<file path="config.mk">
export PLATFORM = sky130hd
export DESIGN_NAME = motor_feedback_decoder_with_average
export DESIGN_NICKNAME = d
export VERILOG_FILES = /design/src/rtl/core/mfd_pkg.sv /design/src/rtl/core/mfd_datapath.sv /design/src/rtl/core/motor_feedback_decoder_with_average.sv
export SDC_FILE = /design/constraint.sdc
export NUM_CORES = 2
export LEC_CHECK = 0
export BUFFER_PORTS_ARGS = -buffer_cell sky130_fd_sc_hd__buf_2
export CAP_MARGIN = 0
export CORE_UTILIZATION = 66
export DETAILED_ROUTE_END_ITERATION = 6
export HOLD_SLACK_MARGIN = 0.1
export PLACE_DENSITY = 0.95
export SYNTH_ARGS = -nofsm -noshare
export SYNTH_HDL_FRONTEND = slang
export SYNTH_HIERARCHICAL = 1
export SYNTH_SLANG_ARGS = --single-unit
</file>
<file path="constraint.sdc">
create_clock -name clk_i -period 17.8 [get_ports clk_i]
set_clock_uncertainty 0.2 [all_clocks]
set_input_delay 4.45 -clock clk_i [delete_from_list [all_inputs] [get_ports clk_i]]
set_output_delay 4.45 -clock clk_i [all_outputs]
set_load 0.005 [all_outputs]
</file>
<file path="src/rtl/core/mfd_pkg.sv">
// Shared types, constants, microcode program and helpers for the feedback decoder.
`timescale 1ns / 1ps
package mfd_pkg;

  // Velocity history ring. The mean divides by a shift, so the depth is a power of two.
  localparam int unsigned HistDepth = 8;
  localparam int unsigned HistIdxW  = $clog2(HistDepth);
  localparam int unsigned TotW      = 32 + HistIdxW;

  // Code widths of the packed frame fields.
  localparam int unsigned PosBits  = 16;
  localparam int unsigned CodeBits = 12;

  // Datapath widths.
  localparam int unsigned ProdW = 55;
  localparam int unsigned RemW  = 49;
  localparam int unsigned QuoW  = 33;
  localparam int unsigned SqW   = QuoW + 1;
  localparam int unsigned StepW = 5;

  localparam logic [RemW-1:0] PosMask  = RemW'((64'd1 << PosBits) - 64'd1);
  localparam logic [RemW-1:0] CodeMask = RemW'((64'd1 << CodeBits) - 64'd1);

  // 180/pi in Q16.16, rounded.
  localparam logic signed [22:0] RadToDeg = 23'sd3754936;

  // Configuration reset values, Q16.16.
  localparam logic signed [31:0] PosMinRst    = -32'sd819200;
  localparam logic signed [31:0] PosMaxRst    = 32'sd819200;
  localparam logic signed [31:0] VelMinRst    = -32'sd4259840;
  localparam logic signed [31:0] VelMaxRst    = 32'sd4259840;
  localparam logic signed [31:0] TrqMinRst    = -32'sd1179648;
  localparam logic signed [31:0] TrqMaxRst    = 32'sd1179648;
  localparam logic signed [31:0] SpdOffsetRst = 32'sd0;

  typedef enum logic [2:0] {
    REG_POS_MIN,
    REG_POS_MAX,
    REG_VEL_MIN,
    REG_VEL_MAX,
    REG_TORQUE_MIN,
    REG_TORQUE_MAX,
    REG_SPEED_OFFSET
  } cfg_reg_e;

  typedef enum logic [3:0] {
    OP_MUL,     // product of raw code and range span
    OP_ABS,     // split product into sign and magnitude, clear quotient
    OP_DSTEP,   // one reduction step of the divide by 2^k-1, repeats while needed
    OP_FIX,     // final quotient correction
    OP_SIGN,    // restore sign of quotient
    OP_ADD,     // add range minimum and saturate
    OP_BIAS,    // subtract velocity bias and saturate
    OP_RING,    // update history ring and running total
    OP_MEAN,    // divide running total by depth
    OP_DEGMUL,  // multiply by 180/pi
    OP_DEGSH,   // scale back and saturate
    OP_DONE     // hand result to output register
  } op_e;

  typedef enum logic [1:0] {
    CH_POS,
    CH_VEL,
    CH_TRQ
  } chan_e;

  typedef struct packed {
    op_e   op;
    chan_e chan;
  } ctrl_t;

  typedef struct packed {
    logic signed [31:0] position_rad;
    logic signed [31:0] velocity_mean;
    logic signed [31:0] torque_value;
    logic signed [31:0] angle_degrees;
    logic signed [31:0] speed_degrees;
  } result_t;

  // Control store. For the degree steps, the position channel selects the position
  // and the velocity channel selects the mean.
  function automatic ctrl_t ucode_rom(input logic [StepW-1:0] pc);
    ctrl_t w;
    unique case (pc)
      5'd0:    w = '{OP_MUL,    CH_POS};
      5'd1:    w = '{OP_ABS,    CH_POS};
      5'd2:    w = '{OP_DSTEP,  CH_POS};
      5'd3:    w = '{OP_FIX,    CH_POS};
      5'd4:    w = '{OP_SIGN,   CH_POS};
      5'd5:    w = '{OP_ADD,    CH_POS};
      5'd6:    w = '{OP_MUL,    CH_VEL};
      5'd7:    w = '{OP_ABS,    CH_VEL};
      5'd8:    w = '{OP_DSTEP,  CH_VEL};
      5'd9:    w = '{OP_FIX,    CH_VEL};
      5'd10:   w = '{OP_SIGN,   CH_VEL};
      5'd11:   w = '{OP_ADD,    CH_VEL};
      5'd12:   w = '{OP_MUL,    CH_TRQ};
      5'd13:   w = '{OP_ABS,    CH_TRQ};
      5'd14:   w = '{OP_DSTEP,  CH_TRQ};
      5'd15:   w = '{OP_FIX,    CH_TRQ};
      5'd16:   w = '{OP_SIGN,   CH_TRQ};
      5'd17:   w = '{OP_ADD,    CH_TRQ};
      5'd18:   w = '{OP_BIAS,   CH_VEL};
      5'd19:   w = '{OP_RING,   CH_VEL};
      5'd20:   w = '{OP_MEAN,   CH_VEL};
      5'd21:   w = '{OP_DEGMUL, CH_POS};
      5'd22:   w = '{OP_DEGSH,  CH_POS};
      5'd23:   w = '{OP_DEGMUL, CH_VEL};
      5'd24:   w = '{OP_DEGSH,  CH_VEL};
      default: w = '{OP_DONE,   CH_POS};
    endcase
    return w;
  endfunction

  function automatic logic signed [31:0] sat32(input logic signed [63:0] v);
    logic signed [31:0] r;
    if (v > 64'sd2147483647) begin
      r = 32'sh7fffffff;
    end else if (v < -64'sd2147483648) begin
      r = 32'sh80000000;
    end else begin
      r = v[31:0];
    end
    return r;
  endfunction

endpackage

</file>
<file path="src/rtl/core/mfd_datapath.sv">
// Datapath of the feedback decoder: configuration, scaling, history ring and degree conversion.
`timescale 1ns / 1ps
module mfd_datapath import mfd_pkg::*; (
  input  logic        clk_i,
  input  logic        rst_ni,
  input  logic        cfg_we_i,
  input  logic [2:0]  cfg_idx_i,
  input  logic [31:0] cfg_wdata_i,
  input  logic        capture_i,
  input  logic [7:0]  frame_byte1_i,
  input  logic [7:0]  frame_byte2_i,
  input  logic [7:0]  frame_byte3_i,
  input  logic [7:0]  frame_byte4_i,
  input  logic [7:0]  frame_byte5_i,
  input  ctrl_t       ctrl_i,
  output logic        loop_o,
  output result_t     res_o
);

  // Configuration and ring state.
  logic signed [31:0] pos_min_q, pos_max_q, vel_min_q, vel_max_q;
  logic signed [31:0] trq_min_q, trq_max_q, offset_q;
  logic signed [31:0] hist_q [HistDepth];
  logic [HistIdxW-1:0] ptr_q;
  logic signed [TotW-1:0] total_q;

  // Working registers.
  logic [15:0] raw_pos_q;
  logic [11:0] raw_vel_q, raw_trq_q;
  logic signed [ProdW-1:0] prod_q;
  logic [RemW-1:0] rem_q;
  logic [QuoW-1:0] quo_q;
  logic neg_q;
  logic signed [SqW-1:0] sq_q;
  logic signed [31:0] pos_q, vel_q, trq_q, corr_q, mean_q, angle_q, speed_q;

  logic [15:0] sel_raw;
  logic signed [31:0] sel_lo, sel_hi, deg_src;
  logic signed [32:0] span, mul_x;
  logic signed [22:0] mul_y;
  logic signed [55:0] prod_full;
  logic wide;
  logic [RemW-1:0] rem_hi, rem_lo, full_scale;
  logic signed [ProdW-1:0] prod_mag;
  logic signed [SqW-1:0] quo_ext;
  logic signed [34:0] add_sum;
  logic signed [31:0] add_val, deg_val;
  logic signed [32:0] bias_diff;
  logic signed [TotW-1:0] total_d, tot_adj, mean_sh;
  logic signed [ProdW-1:0] deg_adj, deg_sh;

  always_comb begin
    case (ctrl_i.chan)
      CH_VEL: begin
        sel_raw = {4'd0, raw_vel_q};
        sel_lo  = vel_min_q;
        sel_hi  = vel_max_q;
      end
      CH_TRQ: begin
        sel_raw = {4'd0, raw_trq_q};
        sel_lo  = trq_min_q;
        sel_hi  = trq_max_q;
      end
      default: begin
        sel_raw = raw_pos_q;
        sel_lo  = pos_min_q;
        sel_hi  = pos_max_q;
      end
    endcase
    wide = (ctrl_i.chan == CH_POS);

    span    = 33'(sel_hi) - 33'(sel_lo);
    deg_src = wide ? pos_q : mean_q;
    if (ctrl_i.op == OP_DEGMUL) begin
      mul_x = 33'(deg_src);
      mul_y = RadToDeg;
    end else begin
      mul_x = span;
      mul_y = $signed({7'd0, sel_raw});
    end
    prod_full = mul_x * mul_y;

    // Divide by 2^k-1: x = a*2^k + b = a*(2^k-1) + (a+b).
    rem_hi     = wide ? (rem_q >> PosBits) : (rem_q >> CodeBits);
    rem_lo     = rem_q & (wide ? PosMask : CodeMask);
    full_scale = wide ? PosMask : CodeMask;
    loop_o     = (rem_hi != '0);

    prod_mag = prod_q[ProdW-1] ? -prod_q : prod_q;
    quo_ext  = $signed({1'b0, quo_q});

    add_sum = 35'(sel_lo) + 35'(sq_q);
    add_val = sat32(64'(add_sum));

    bias_diff = 33'(vel_q) - 33'(offset_q);
    total_d   = total_q + TotW'(corr_q) - TotW'(hist_q[ptr_q]);

    // Division by the depth truncates toward zero.
    tot_adj = total_q + (total_q[TotW-1] ? TotW'(HistDepth - 1) : TotW'(0));
    mean_sh = tot_adj >>> HistIdxW;

    deg_adj = prod_q + (prod_q[ProdW-1] ? ProdW'(65535) : ProdW'(0));
    deg_sh  = deg_adj >>> 16;
    deg_val = sat32(64'(deg_sh));
  end

  always_ff @(posedge clk_i or negedge rst_ni) begin
    if (!rst_ni) begin
      pos_min_q <= PosMinRst;
      pos_max_q <= PosMaxRst;
      vel_min_q <= VelMinRst;
      vel_max_q <= VelMaxRst;
      trq_min_q <= TrqMinRst;
      trq_max_q <= TrqMaxRst;
      offset_q  <= SpdOffsetRst;
      for (int i = 0; i < HistDepth; i++) begin
        hist_q[i] <= '0;
      end
      ptr_q   <= '0;
      total_q <= '0;
    end else begin
      if (cfg_we_i) begin
        unique case (cfg_idx_i)
          REG_POS_MIN:      pos_min_q <= cfg_wdata_i;
          REG_POS_MAX:      pos_max_q <= cfg_wdata_i;
          REG_VEL_MIN:      vel_min_q <= cfg_wdata_i;
          REG_VEL_MAX:      vel_max_q <= cfg_wdata_i;
          REG_TORQUE_MIN:   trq_min_q <= cfg_wdata_i;
          REG_TORQUE_MAX:   trq_max_q <= cfg_wdata_i;
          REG_SPEED_OFFSET: offset_q  <= cfg_wdata_i;
          default: ;
        endcase
      end
      if (ctrl_i.op == OP_RING) begin
        total_q       <= total_d;
        hist_q[ptr_q] <= corr_q;
        ptr_q <= (ptr_q == HistIdxW'(HistDepth - 1)) ? '0 : ptr_q + 1'b1;
      end
    end
  end

  always_ff @(posedge clk_i) begin
    if (capture_i) begin
      raw_pos_q <= {frame_byte1_i, frame_byte2_i};
      raw_vel_q <= {frame_byte3_i, frame_byte4_i[7:4]};
      raw_trq_q <= {frame_byte4_i[3:0], frame_byte5_i};
    end
    case (ctrl_i.op) inside
      OP_MUL, OP_DEGMUL: prod_q <= prod_full[ProdW-1:0];
      OP_ABS: begin
        neg_q <= prod_q[ProdW-1];
        rem_q <= prod_mag[RemW-1:0];
        quo_q <= '0;
      end
      OP_DSTEP: begin
        rem_q <= rem_hi + rem_lo;
        quo_q <= quo_q + rem_hi[QuoW-1:0];
      end
      OP_FIX: begin
        if (rem_q >= full_scale) begin
          quo_q <= quo_q + 1'b1;
        end
      end
      OP_SIGN: sq_q <= neg_q ? -quo_ext : quo_ext;
      OP_ADD: begin
        case (ctrl_i.chan)
          CH_VEL:  vel_q <= add_val;
          CH_TRQ:  trq_q <= add_val;
          default: pos_q <= add_val;
        endcase
      end
      OP_BIAS: corr_q <= sat32(64'(bias_diff));
      OP_MEAN: mean_q <= sat32(64'(mean_sh));
      OP_DEGSH: begin
        if (wide) begin
          angle_q <= deg_val;
        end else begin
          speed_q <= deg_val;
        end
      end
      default: ;
    endcase
  end

  assign res_o = '{
    position_rad:  pos_q,
    velocity_mean: mean_q,
    torque_value:  trq_q,
    angle_degrees: angle_q,
    speed_degrees: speed_q
  };

endmodule

</file>
<file path="src/rtl/core/motor_feedback_decoder_with_average.sv">
// Top level of the motor feedback decoder: microcode sequencer, handshakes and output register.
`timescale 1ns / 1ps
// Decodes bytes 1 to 5 of a motor feedback frame into position, torque and a moving-average
// velocity in Q16.16, plus position and mean speed in degrees.
// Input channel: in_valid_i with the five frame bytes; a transfer happens when in_valid_i is
// high and in_stall_o is low. Output channel: out_valid_o with the five results; the receiver
// holds out_stall_i high to keep the result in place.
// Configuration: cfg_we_i writes cfg_wdata_i into register cfg_idx_i (0 to 6) at the clock
// edge; indexes above 6 are ignored. Write only while no frame is in progress.
// Each frame is run by a 26-step microprogram over one shared multiplier and adder datapath.
// Each of the three divide-by-full-scale loops repeats its reduction step until the remainder
// fits. One frame is processed at a time: in_stall_o is high from the input transfer until
// the result has been moved into the output register.
// A finished result waits in the output register while the next frame is already taken.
// If the output register is still occupied when a frame finishes, the sequencer holds on
// its last step until the receiver takes the previous result.
// Reset clears the history ring, its pointer and running total, loads the default ranges
// and empties the output register.
module motor_feedback_decoder_with_average import mfd_pkg::*; (
  input  logic               clk_i,
  input  logic               rst_ni,
  input  logic               cfg_we_i,
  input  logic [2:0]         cfg_idx_i,
  input  logic [31:0]        cfg_wdata_i,
  input  logic               in_valid_i,
  output logic               in_stall_o,
  input  logic [7:0]         frame_byte1_i,
  input  logic [7:0]         frame_byte2_i,
  input  logic [7:0]         frame_byte3_i,
  input  logic [7:0]         frame_byte4_i,
  input  logic [7:0]         frame_byte5_i,
  output logic               out_valid_o,
  input  logic               out_stall_i,
  output logic signed [31:0] position_rad_o,
  output logic signed [31:0] velocity_mean_o,
  output logic signed [31:0] torque_value_o,
  output logic signed [31:0] angle_degrees_o,
  output logic signed [31:0] speed_degrees_o
);

  logic             busy_q;
  logic [StepW-1:0] pc_q;
  logic             out_valid_q;
  result_t          out_q;
  ctrl_t            ctrl;
  ctrl_t            dp_ctrl;
  logic             loop;
  logic             accept;
  logic             out_free;
  result_t          res;

  assign accept   = in_valid_i && !busy_q;
  assign out_free = !out_valid_q || !out_stall_i;
  assign ctrl     = ucode_rom(pc_q);
  assign dp_ctrl  = busy_q ? ctrl : ctrl_t'{OP_DONE, CH_POS};

  mfd_datapath u_datapath (
    .clk_i         (clk_i),
    .rst_ni        (rst_ni),
    .cfg_we_i      (cfg_we_i),
    .cfg_idx_i     (cfg_idx_i),
    .cfg_wdata_i   (cfg_wdata_i),
    .capture_i     (accept),
    .frame_byte1_i (frame_byte1_i),
    .frame_byte2_i (frame_byte2_i),
    .frame_byte3_i (frame_byte3_i),
    .frame_byte4_i (frame_byte4_i),
    .frame_byte5_i (frame_byte5_i),
    .ctrl_i        (dp_ctrl),
    .loop_o        (loop),
    .res_o         (res)
  );

  always_ff @(posedge clk_i or negedge rst_ni) begin
    if (!rst_ni) begin
      busy_q      <= 1'b0;
      pc_q        <= '0;
      out_valid_q <= 1'b0;
      out_q       <= '0;
    end else begin
      if (out_valid_q && !out_stall_i) begin
        out_valid_q <= 1'b0;
      end
      if (accept) begin
        busy_q <= 1'b1;
        pc_q   <= '0;
      end else if (busy_q) begin
        unique case (ctrl.op)
          // The divide step repeats until the remainder fits in k bits.
          OP_DSTEP: begin
            if (!loop) begin
              pc_q <= pc_q + 1'b1;
            end
          end
          OP_DONE: begin
            if (out_free) begin
              out_q       <= res;
              out_valid_q <= 1'b1;
              busy_q      <= 1'b0;
              pc_q        <= '0;
            end
          end
          default: pc_q <= pc_q + 1'b1;
        endcase
      end
    end
  end

  assign in_stall_o      = busy_q;
  assign out_valid_o     = out_valid_q;
  assign position_rad_o  = out_q.position_rad;
  assign velocity_mean_o = out_q.velocity_mean;
  assign torque_value_o  = out_q.torque_value;
  assign angle_degrees_o = out_q.angle_degrees;
  assign speed_degrees_o = out_q.speed_degrees;

endmodule
</file>
==> impl_metrics.prom <==
# TYPE chip_impl_metric gauge
chip_impl_metric{name="cts.sink_count",unit=""} 1121
chip_impl_metric{name="floorplan.die.width",unit="um"} 353
chip_impl_metric{name="layout_worst_path_cycle_share",unit="%"} 81.8
chip_impl_metric{name="post_synth_num_cell_types",unit=""} 82
chip_impl_metric{name="drt_first_iter_violations",unit=""} 8975
chip_impl_metric{name="postRouteWirelength",unit="um"} 265000
chip_impl_metric{name="totalNegativeSetupSlack",unit="ns"} 0
chip_impl_metric{name="grt_start_max_net_pins",unit=""} 197
chip_impl_metric{name="layout.filler_cells",unit=""} 7784
chip_impl_metric{name="final_max_slew_viol_count",unit=""} 6
chip_impl_metric{name="max_freq",unit="GHz"} 0.0687
chip_impl_metric{name="worst-endpoint-required",unit="ns"} 18.12
chip_impl_metric{name="cts.htree.levels",unit=""} 3
chip_impl_info{name="timing.setup.critical_path_class",value="flop to flop"} 1
chip_impl_info{name="min-delay-path-class",value="flop to flop"} 1
chip_impl_metric{name="port_buffers",unit=""} 241
chip_impl_metric{name="crit_path_max_fanout",unit=""} 81
chip_impl_metric{name="timing.max_slew.rel_slack",unit="%"} -7.01
chip_impl_metric{name="tritoncts.num_buffers",unit=""} 112
chip_impl_metric{name="synth_nets",unit=""} 9001
chip_impl_metric{name="worst_r2r_path_depth",unit=""} 46
chip_impl_metric{name="grtUsageTotal",unit="%"} 42.7
chip_impl_info{name="layout_common_cells",value="1150 x sky130_fd_sc_hd__inv_1, 704 x sky130_fd_sc_hd__nand2_1, 680 x sky130_fd_sc_hd__fa_1"} 1
chip_impl_metric{name="cts.hold.buffers_added",unit=""} 0
chip_impl_metric{name="drcViolationCount",unit=""} 25
chip_impl_metric{name="grt_antenna_before_repair",unit=""} 45
chip_impl_info{name="tritoncts",value="done"} 1
chip_impl_info{name="clockRootBuffer",value="sky130_fd_sc_hd__clkbuf_16"} 1
chip_impl_metric{name="worst_setup_hold_path_clk_slew",unit="ns"} 0.07
chip_impl_metric{name="number_of_placement_rows",unit=""} 128
chip_impl_metric{name="dpl.hpwl",unit="um"} 192000
chip_impl_metric{name="postLayoutCoreUtil",unit="%"} 72.3
chip_impl_metric{name="via_count",unit=""} 64600
chip_impl_metric{name="count_of_maximum_capacitance_violations",unit=""} 3
chip_impl_info{name="status",value="complete, but fails checks"} 1
chip_impl_metric{name="pin_count",unit=""} 242
chip_impl_metric{name="syn2layout_area_growth",unit="%"} 8.52
chip_impl_metric{name="clkLatencyLatePin",unit="ns"} 0.79
chip_impl_metric{name="post_synth.cell_area_avg",unit="sq um"} 10.4
chip_impl_metric{name="remaining_global_route_overflow",unit=""} 0
chip_impl_metric{name="post_route_antenna_net_violation_count",unit=""} 0
chip_impl_metric{name="tightest_slew",unit="ns"} 1.59
chip_impl_info{name="critPathMostFrequentCell",value="sky130_fd_sc_hd__fa_1"} 1
chip_impl_metric{name="detailed_place.area",unit="sq mm"} 0.0842
chip_impl_metric{name="timing.critical_path.arrival",unit="ns"} 14.88
chip_impl_metric{name="grt_first_pass_wirelength",unit="um"} 400000
chip_impl_metric{name="finish.net_count",unit=""} 9117
chip_impl_metric{name="via_per_inst",unit=""} 6.66
chip_impl_metric{name="synth.yosys.seq_area_share",unit="%"} 37.3
chip_impl_metric{name="ys_async_sr_fraction",unit="%"} 61.1
chip_impl_info{name="synth-main-ff-cell",value="sky130_fd_sc_hd__dfrtp_1"} 1
chip_impl_metric{name="report.final.setup_viol",unit=""} 0
chip_impl_info{name="crit_slowest_cell",value="sky130_fd_sc_hd__xor2_1"} 1
chip_impl_info{name="failed_checks",value="design-rule violations, max-capacitance violations, max-slew violations"} 1
chip_impl_info{name="final_common_cell",value="sky130_fd_sc_hd__inv_1"} 1
chip_impl_metric{name="die_y",unit="um"} 353
chip_impl_metric{name="ctsLongestPathBuffers",unit=""} 3
chip_impl_metric{name="final_design_area_no_fill",unit="sq mm"} 0.0883
chip_impl_metric{name="design.core.area",unit="sq mm"} 0.122
chip_impl_metric{name="initial_core_util",unit="%"} 66.6
chip_impl_metric{name="dieArea",unit="sq mm"} 0.125
chip_impl_metric{name="ys_ff_latch",unit=""} 1121
chip_impl_metric{name="ctsResizeCount",unit=""} 0
chip_impl_metric{name="synth_enable_flop_cells",unit=""} 436
chip_impl_metric{name="synth_cells",unit=""} 7838
chip_impl_metric{name="ratio_of_cells_with_drive_above_1_in_the_final_layout",unit="%"} 14.5
chip_impl_metric{name="hold_violations",unit=""} 0
chip_impl_info{name="endpoint_kind",value="flop"} 1
chip_impl_metric{name="postCtsSetupRepairBufs",unit=""} 0
chip_impl_info{name="rsz0062_at_grt",value="no"} 1
chip_impl_metric{name="synth_warnings",unit=""} 6
chip_impl_metric{name="slowest_delay",unit="ns"} 0.80
chip_impl_metric{name="post_synth_instance_area",unit="sq mm"} 0.0813
chip_impl_metric{name="min_path_cells",unit=""} 1
chip_impl_info{name="worst_setup_path_start_kind",value="flop"} 1
chip_impl_metric{name="wire_per_inst",unit="um"} 27.3
chip_impl_metric{name="number_of_global_route_vias_before_repair",unit=""} 66500
chip_impl_metric{name="first_pass_iters",unit=""} 7
chip_impl_metric{name="finalWeightedCongestion",unit=""} 1.05
chip_impl_metric{name="min_period",unit="ns"} 14.56
==> logic make-up (layout without fill, tap and decap cells) <==
kind of cell,Yosys count,after routing,share of synthesized area [%]
multiplexers,580,580,7.95
flip-flops,1121,1121,37.3
AND/OR/NAND/NOR,1730,1730,9.58
AO/OA/AOI/OAI,1421,1421,10.9
XOR/XNOR,407,407,4.38
adder cells (fa/ha/maj),1086,1086,23.0
other,0,25,0
buffers and inverters,1493,1708,7.00
==> cell type report <==
class,count,area [sq um],area share (%)
diodes,25,62.6,0.0709
multi-input cells,5224,45600,51.6
clock buffers,160,3350,3.79
well taps,1625,2030,2.30
clock inverters,53,629,0.713
repair buffers,344,2000,2.27
flip-flops and latches,1121,30300,34.3
inverters,1151,4320,4.89
==> per-layer routing <==
| layer | track usage [%] | vias up | part of all wire, % |
|---|---|---|---|
| met5 | 0.491 | - | 0.11 |
| met1 | 50.4 | 31500 | 33 |
| li1 | - | 26500 | - |
| met3 | 14.3 | 1520 | 14 |
| met2 | 64.4 | 5108 | 44 |
| met4 | 33.0 | 36 | 9.5 |
==> cell usage after synthesis (76+ instances only) <==
cell type / number / area [sq um]
sky130_fd_sc_hd__inv_1: 1151 / 4320
sky130_fd_sc_hd__nand2_1: 709 / 2660
sky130_fd_sc_hd__fa_1: 680 / 13600
sky130_fd_sc_hd__dfrtp_1: 634 / 15900
sky130_fd_sc_hd__mux2_2: 507 / 5710
sky130_fd_sc_hd__nor2_1: 474 / 1780
sky130_fd_sc_hd__edfxtp_1: 436 / 13100
sky130_fd_sc_hd__o21ai_0: 433 / 2170
sky130_fd_sc_hd__ha_1: 403 / 5040
sky130_fd_sc_hd__a21oi_1: 346 / 1730
sky130_fd_sc_hd__xnor2_1: 289 / 2530
sky130_fd_sc_hd__clkbuf_1: 286 / 1070
sky130_fd_sc_hd__a22oi_1: 202 / 1520
sky130_fd_sc_hd__a21o_1: 132 / 991
sky130_fd_sc_hd__xor2_1: 118 / 1030
sky130_fd_sc_hd__nand3_1: 83 / 415
sky130_fd_sc_hd__nand4_1: 76 / 475
==> sequential cells by signal, indices dropped and copies added (netlist names), 33 cells and up <==
name,cells
u_datapath/hist_q,256
u_datapath/sq_q,34
u_datapath/prod_q,55
u_datapath/quo_q,33
u_datapath/rem_q,49
u_datapath/total_q,35
==> path summary, 6_finish.rpt <==
path	startpoint	to	slack, ns
min in group asynchronous	rst_ni	position_rad_o[21]	3.48
max reg2reg	pc_q[1]	u_datapath/prod_q[54]	3.24
min	u_datapath/speed_q[17]	speed_degrees_o[17]	0.25
max	pc_q[1]	u_datapath/prod_q[54]	3.24
max in group asynchronous	rst_ni	u_datapath/trq_max_q[22]	10.99
min reg2reg	u_datapath/speed_q[17]	speed_degrees_o[17]	0.25
==> critical path, delay by kind of cell (launching register included) <==
| family | cells | cell delay, ns |
|---|---|---|
| adder cells (fa/ha/maj) | 12 | 5.01 |
| AO/OA/AOI/OAI | 19 | 4.96 |
| buffers and inverters | 8 | 1.49 |
| XOR/XNOR | 2 | 0.95 |
| AND/OR/NAND/NOR | 4 | 0.77 |
| flip-flops | 1 | 0.53 |
| multiplexers | 1 | 0.28 |
==> through the flow <==
step / setup slack [ns] / hold WS, ns / cells
2_1_floorplan: 5.67 / 0.239 / 7838
3_3_place_gp: 4.18 / 0.242 / 9464
3_5_place_dp: 3.94 / 0.254 / 9464
4_1_cts: 3.75 / 0.253 / 9677
5_1_grt: 2.59 / 0.276 / 9687
6_report: 3.24 / 0.249 / 9703
Power is left out: the tool's default activity adds up to more than one toggle a clock period on the data nets, which glitch-free logic cannot reach.
